===== src/sv/ghalloc_ram.sv =====
module ghalloc_ram #(
    parameter int WIDTH = 8,
    parameter int DEPTH = 16,
    localparam int AW = (DEPTH > 1) ? $clog2(DEPTH) : 1
) (
    input  logic             i_clk,
    input  logic             i_we,
    input  logic [AW-1:0]    i_waddr,
    input  logic [WIDTH-1:0] i_wdata,
    input  logic [AW-1:0]    i_raddr,
    output logic [WIDTH-1:0] o_rdata
);

    logic [WIDTH-1:0] r_mem [DEPTH];
    logic [WIDTH-1:0] r_rdata;

    always_ff @(posedge i_clk) begin
        if (i_we) begin
            r_mem[i_waddr] <= i_wdata;
        end
        r_rdata <= r_mem[i_raddr];
    end

    assign o_rdata = r_rdata;

endmodule


===== config.mk =====
export PLATFORM = sky130hd
export DESIGN_NAME = ghalloc_ram
export DESIGN_NICKNAME = d
export VERILOG_FILES = /design/src/sv/ghalloc_ram.sv
export SDC_FILE = /design/constraint.sdc
export NUM_CORES = 1
export LEC_CHECK = 0
export CAP_MARGIN = 20
export CORE_ASPECT_RATIO = 1.25
export CORE_UTILIZATION = 52
export CTS_CLUSTER_DIAMETER = 200
export CTS_CLUSTER_SIZE = 24
export DETAILED_ROUTE_END_ITERATION = 8
export DONT_BUFFER_PORTS = 1
export GPL_ROUTABILITY_DRIVEN = 0
export PLACE_DENSITY = 0.67
export SYNTH_ARGS = -nofsm -noshare
export SYNTH_HDL_FRONTEND = slang
export SYNTH_SLANG_ARGS = --single-unit

===== constraint.sdc =====
create_clock -name i_clk -period 2.1 [get_ports i_clk]
set_input_delay 0.105 -clock i_clk [delete_from_list [all_inputs] [get_ports i_clk]]
set_output_delay 0.105 -clock i_clk [all_outputs]
set_load 0.05 [all_outputs]

# == Word level (Yosys, flattened, before mapping) ==
# Memories as Yosys holds them, arrays and structs flattened. A register that Yosys moved wholly into a read port is not among the register bits.
# Cells that the tools add are included.
# totals
reg_bits,0
ram_bits,128
n_memories,1
in_bits,18
output_inout_bits,8
elab_cells,3
# mem_list
memory,words,word_bits,rd,rd_clocked_by_memory_dff,wr,line,rtl
r_mem,16,8,1,1,1,14,logic [WIDTH-1:0] r_mem [DEPTH];
# op_classes
muxes,2
# ops
op,n
$mux W1,2

# == Longest topological paths before layout ==
# Gate-level depths: netlist (run 1).
# depth
depth_word,2
mapped_depth,5
ltp_nobuf,3

# == Least setup slack after synthesis (run 1) ==
# Ideal clock, no wire load.
# synth_path
kind,input to register
from,in i_waddr[2]
to,"mem r_mem[0][0], enable pin"
slack_ns,0.502
path_stages,2
t_required_ns,1.717
path_buffers,0
setup_time_ns,0.383
t_arrival_ns,1.215
cell_sequence,or3b_2 > nor3_1
# synth_lines
item,line,rtl
"start, declared",8,"input logic [AW-1:0] i_waddr,"
"end, declared",14,
# Straight into the memory's write port.

==> results of run 1 <==
[state kept, by name, summed over array words and instances, names as in the netlist]
name     flops
o_rdata      8
r_mem      128
[cell families after synthesis]
logic type	after synthesis
buf+inv	10
simple gates	35
compound gates	16
flops	136
mux	32
[layer usage]
layer / global-route usage [%] / routed length (um) / vias up / share of wire [%]
li1: - / - / 1036 / -
met1: 25.3 / 3960 / 1205 / 43
met2: 31.9 / 4650 / 63 / 51
met3: 5.58 / 367 / 15 / 4.0
met4: 9.31 / 227 / 0 / 2.5
met5: 0 / 0 / - / 0
[final cells by class]
type / count / area [sq um] / area share (%)
flip-flops and latches: 136 / 4000 / 66.5
multi-input cells: 83 / 1060 / 17.6
clock buffers: 20 / 457 / 7.59
repair buffers: 23 / 193 / 3.20
well taps: 126 / 158 / 2.62
clock inverters: 12 / 150 / 2.49
[cell usage after synthesis]
cell	n
nand3b_1	2
nand3_1	1
buf_2	3
buf_6	3
dfxtp_1	8
nor2_1	13
nand2_1	9
or3b_2	1
and2b_1	1
mux4_1	14
edfxtp_1	128
clkdlybuf4s25_2	3
buf_4	1
and2_1	1
nor2b_1	1
nand2b_1	2
mux4_2	18
a22oi_1	16
nor3_1	4
[path summary, 6_finish.rpt]
check                              from            endpoint  slack, ns  cells past startpoint
setup reg to reg  r_mem[9][1]$_DFFE_PP_  o_rdata[1]$_DFF_P_       0.74                      3
setup / recovery  r_mem[9][1]$_DFFE_PP_  o_rdata[1]$_DFF_P_       0.74                      3
hold / removal               i_raddr[1]  o_rdata[1]$_DFF_P_      0.007                      3
hold reg to reg   r_mem[8][0]$_DFFE_PP_  o_rdata[0]$_DFF_P_       0.69                      3
[worst max-delay path: cells and delay by family, from the launching register on]
kind               cells  cell delay (ns)
DFF                    1             0.36
AOI/OAI and AO/OA      1             0.29
and+or+nand+nor        1             0.09
muxes                  1             0.50
[through the flow]
step / cells / power, mW / setup slack, ns / area [sq um] / util [%]
2_1_floorplan: 229 / 3.32 / 0.502 / 5150 / -
3_3_place_gp: 360 / 3.34 / 0.696 / 5330 / 55.5
3_5_place_dp: 360 / 3.34 / 0.725 / 5330 / 55.5
4_1_cts: 400 / 6.32 / 0.718 / 6020 / 62.6
5_1_grt: 400 / 6.44 / 0.653 / 6020 / 62.6
6_report: 400 / 6.28 / 0.740 / 6020 / 62.6
[power groups by stage]
stage / Sequential, mW / Combinational (mW) / Clock, mW
6_report: 3.12 / 0.208 / 2.95
5_1_grt: 3.13 / 0.225 / 3.09
3_5_place_dp: 3.18 / 0.165 / 0
4_1_cts: 3.12 / 0.210 / 2.99
2_1_floorplan: 3.17 / 0.154 / 0
3_3_place_gp: 3.17 / 0.163 / 0
[placed cells by master (no fill, tap or decap), types with 2 or more instances in the layout]
cell type      count
dlygate4sd3_1      8
mux4_2            18
clkinv_2           2
dfxtp_1            8
buf_4             15
nand2b_1           2
nor2_1            13
nand3b_1           2
a22oi_1           16
clkinvlp_4         5
clkbuf_16         17
nand2_1            9
edfxtp_1         128
nor3_1             4
clkbuf_8           2
mux4_1            14
bufinv_16          3
==> impl_metrics.toml, run 1 <==
[sta]
fin_hold_ws_ns = 0.00687
relSlewSlack_pct = 46.4
clock_skew_ns = 0.00517
rsz0062_at_grt = "no"
period_needed_ns = 1.36
final.period_utilization_pct = 64.8
clock.fmax_ghz = 0.735
setup_tns_ns = 0
hold_viol = 0
setup_viol = 0
tightest_slew_ns = 0.801
slew_viol_final = 0

[hold_path]
hp-class = "input pin to flop"

[pwr]
clkPwrFrac_pct = 47.0
power-per-cell-area_nw_per_um2 = 1040
netSwitchingFraction_pct = 19.5
ir_drop_mv = 0.670
share_comb_of_total_power_pct = 3.3
seq_power_share_pct = 49.7
p_int_mw = 5.06
power.switching_mw = 1.22
p_leak_nw = 1.99

[synthesis]
synth_cells = 229
synth_compound_area_share_pct = 2.33
ys_top_cells_by_area = "edfxtp_1 75%, mux4_2 7.9%, mux4_1 7.1%"
synth_adder_area_share_pct = 0
ys_ff_latch = 136
syn-num-nets = 247
synth_area_sq_um = 5150
ys_seq_area_share_pct = 77.8
synthMuxAreaShare_pct = 15.0
synth_xor_area_share_pct = 0
ys_warn_count = 0
synth.largest_area_cell = "edfxtp_1"
synth_top_area_share_pct = 74.7
synth_cell_types = 19
synth-simple-area-share_pct = 3.18
avgSynthCellArea_sq_um = 22.5
synth_top_family_by_area = "multiplexers"

[job]
max_cap_viol_count = 0

[worst_setup_path]
max_stage_delay_ns = 0.50
crit_slowest_cell = "mux4_1"
start_kind = "flop"
critPathKind = "flop to flop"
path_cells = "mux4_1, a22oi_1, nand2_1"
required_ns = 2.38
cp-end-kind = "flop"
cp.arrival_ns = 1.64
cp_max_fo = 1

[placement]
port_buffers = 0
hpwl_um = 5910

[cells_and_area]
drive_gt1_share_pct = 23.4
n_fill_cell = 661
num_antenna_cells = 0
layout.nets = 279
area_growth_pct = 16.9

[clocking]
post_cts_resized = 0
ctsHtreeMaxLevel = 4
hold_buffers = 8
clock_latency_ns = 0.40
cts_buffers = 17
tritoncts = "yes"
path_clk_slew_ns = 0.05
clockRootBuffer = "clkbuf_16"
clk_path_buf_depth = 2
clock-sinks = 136
cts_setup_buffers = 0

[routing]
drc = 0
viasPerCell = 5.80
drtIter0Drc = 242
wl_um = 9210
first_pass_iters = 4
antenna_left = 0
vias = 2319
wire_per_inst_um = 23.0

[floorplan]
core_sq_um = 9610
boundaryPins = 26
start_util_pct = 53.6
fp.dieH_um = 113
die_area_sq_um = 10300
die_w_um = 91.0
core.rowCount = 40

[global_routing]
grt_pass1_vias = 2487
grt_max_degree = 33
antenna_found_initial = 0
grt-ovfl-total = 0
grt_usage_pct = 19.8
grt_pass1_wl_um = 14000

[run_status]
status = "completed"
No activity file was read; power rests on OpenSTA's default activity.
==> run 2: changes to the inputs <==
--- a/config.mk
+++ b/config.mk
@@ -13,7 +13,7 @@
 export DETAILED_ROUTE_END_ITERATION = 8
 export DONT_BUFFER_PORTS = 1
 export GPL_ROUTABILITY_DRIVEN = 0
-export PLACE_DENSITY = 0.67
+export PLACE_DENSITY = 0.7
 export SYNTH_ARGS = -nofsm -noshare
 export SYNTH_HDL_FRONTEND = slang
 export SYNTH_SLANG_ARGS = --single-unit
==> constraint.sdc (replaced) <==
create_clock -name i_clk -period 1.22 [get_ports i_clk]
set_input_delay 0.061 -clock i_clk [delete_from_list [all_inputs] [get_ports i_clk]]
set_output_delay 0.061 -clock i_clk [all_outputs]
set_load 0.05 [all_outputs]
==> impl_metrics.toml, run 2 (synthesis results as in run 1) <==
[sta]
fin_hold_ws_ns = -0.0410
fin_ws_ns = -0.0479
clock_skew_ns = 0.00783
setup_tns_ns = -0.191
period_needed_ns = 1.27
hold_viol = 8
setup_viol = 7
final.period_utilization_pct = 104
clock.fmax_ghz = 0.789
slew_viol_final = 0
tightest_slew_ns = 0.861
rsz0062_at_grt = "yes"
relSlewSlack_pct = 42.4

[floorplan]
core.rowCount = 40
core_sq_um = 9610
fp.dieH_um = 113
die_w_um = 91.0
start_util_pct = 53.6
boundaryPins = 26
die_area_sq_um = 10300

[worst_setup_path]
start_kind = "flop"
startpoint = "r_mem[3][6]$_DFFE_PP_"
critPathKind = "flop to flop"
cp.arrival_ns = 1.56
crit_slowest_cell = "mux4_2"
required_ns = 1.51
max_stage_delay_ns = 0.49
rrSetupSlack_ns = -0.05
cp-end-kind = "flop"
crit_end = "o_rdata[6]$_DFF_P_"
reg2reg_depth = 3
regToRegStartpoint = "r_mem[3][6]$_DFFE_PP_"
timing.rr.end = "o_rdata[6]$_DFF_P_"
cp_max_fo = 1
path_cells = "mux4_2, a22oi_2, nand2_1"

[pwr]
power-per-cell-area_nw_per_um2 = 1870
seq_power_share_pct = 46.8
share_comb_of_total_power_pct = 3.4
ir_drop_mv = 1.04
p_leak_nw = 2.00
power.switching_mw = 2.15
p_int_mw = 9.34
netSwitchingFraction_pct = 18.7
clkPwrFrac_pct = 49.8

[clocking]
clock_latency_ns = 0.41
cts_buffers = 17
path_clk_slew_ns = 0.06
tritoncts = "yes"
hold_buffers = 8
clock-sinks = 136
clockRootBuffer = "clkbuf_16"
ctsHtreeMaxLevel = 4
clk_path_buf_depth = 2

[routing]
first_pass_iters = 4
wire_per_inst_um = 24.2
antenna_left = 0
drtIter0Drc = 208
vias = 2375
viasPerCell = 5.88
drc = 0
wl_um = 9780

[cells_and_area]
top_register = "r_mem"
final_cell_mix = "128 x edfxtp_1, 32 x mux4_2, 19 x buf_4"
layout.nets = 283
drive_gt1_share_pct = 34.5
final_area_sq_um = 6130
area_growth_pct = 19.1
largest_reg_flops = 128
num_antenna_cells = 0
layout_commonest_cell = "edfxtp_1"

[global_routing]
grt-ovfl-total = 0
grt_usage_pct = 21.6
antenna_found_initial = 0
grt_max_degree = 33
grt_pass1_vias = 2562
grt_pass1_wl_um = 15200

[placement]
hpwl_um = 5960
placed_area_sq_um = 5380
dpl_worst_slack_ns = -0.126
port_buffers = 0

[hold_path]
hp-class = "input pin to flop"
hold_path_startpoint = "i_raddr[1]"

[run_status]
violations = "negative hold slack, negative setup slack"
status = "finished, violations left"

[job]
max_cap_viol_count = 0
-- run 2: stage by stage --
stage | total power, mW | util [%] | std cells
6_report | 11.5 | 63.8 | 404
5_1_grt | 11.8 | 63.8 | 404
4_1_cts | 11.6 | 63.7 | 404
2_1_floorplan | 5.72 | - | 229
3_5_place_dp | 5.76 | 56.0 | 364
3_3_place_gp | 5.75 | 56.0 | 364
-- run 2: how the worst min path moves through the flow --
| stage | endpoint | slack [ns] | cells past startpoint |
|---|---|---|---|
| final | o_rdata[3]$_DFF_P_ | -0.04 | 3 |
| after CTS | o_rdata[3]$_DFF_P_ | -0.06 | 3 |
| after detailed placement | r_mem[15][5]$_DFFE_PP_ | 0.16 | 0 |
| after global routing | o_rdata[4]$_DFF_P_ | -0.04 | 3 |
| after global placement | r_mem[14][6]$_DFFE_PP_ | 0.16 | 0 |
| after floorplan | r_mem[0][0]$_DFFE_PP_ | 0.16 | 0 |
-- run 2: final cells by class --
cell class / instances / area [sq um]
Sequential cell: 136 / 4000
Fill cell: 665 / 3480
Multi-Input combinational cell: 83 / 1070
Clock buffer: 19 / 453
Clock inverter: 13 / 224
Timing Repair Buffer: 27 / 223
Tap cell: 126 / 158
-- run 2: timing repair --
item	CTS	global route
pin swaps	10	5
hold endpoints to repair	136	8
endpoints found under the setup margin	8	8
resized for setup	22	2
setup buffers	0	0
-- run 2: critical path: cells and delay by family, from the launching register on --
| kind | cells | cell delay (ns) |
|---|---|---|
| AND/OR/NAND/NOR | 1 | 0.07 |
| flip-flops | 1 | 0.37 |
| multiplexers | 1 | 0.49 |
| AO/OA/AOI/OAI | 1 | 0.23 |
-- run 2: power by group through the flow --
stage / registers (mW) / logic [mW] / clock network (mW)
6_report: 5.38 / 0.385 / 5.73
2_1_floorplan: 5.45 / 0.266 / 0
3_3_place_gp: 5.47 / 0.280 / 0
4_1_cts: 5.38 / 0.388 / 5.79
3_5_place_dp: 5.47 / 0.284 / 0
5_1_grt: 5.39 / 0.417 / 6.00
-- run 2: metal layers --
metal / global-route usage [%] / up-vias / wire (um)
met1: 27.5 / 1256 / 3870
met4: 8.68 / 0 / 142
met3: 6.72 / 11 / 620
met2: 35.2 / 78 / 5140
li1: - / 1030 / -
met5: 0 / - / 0
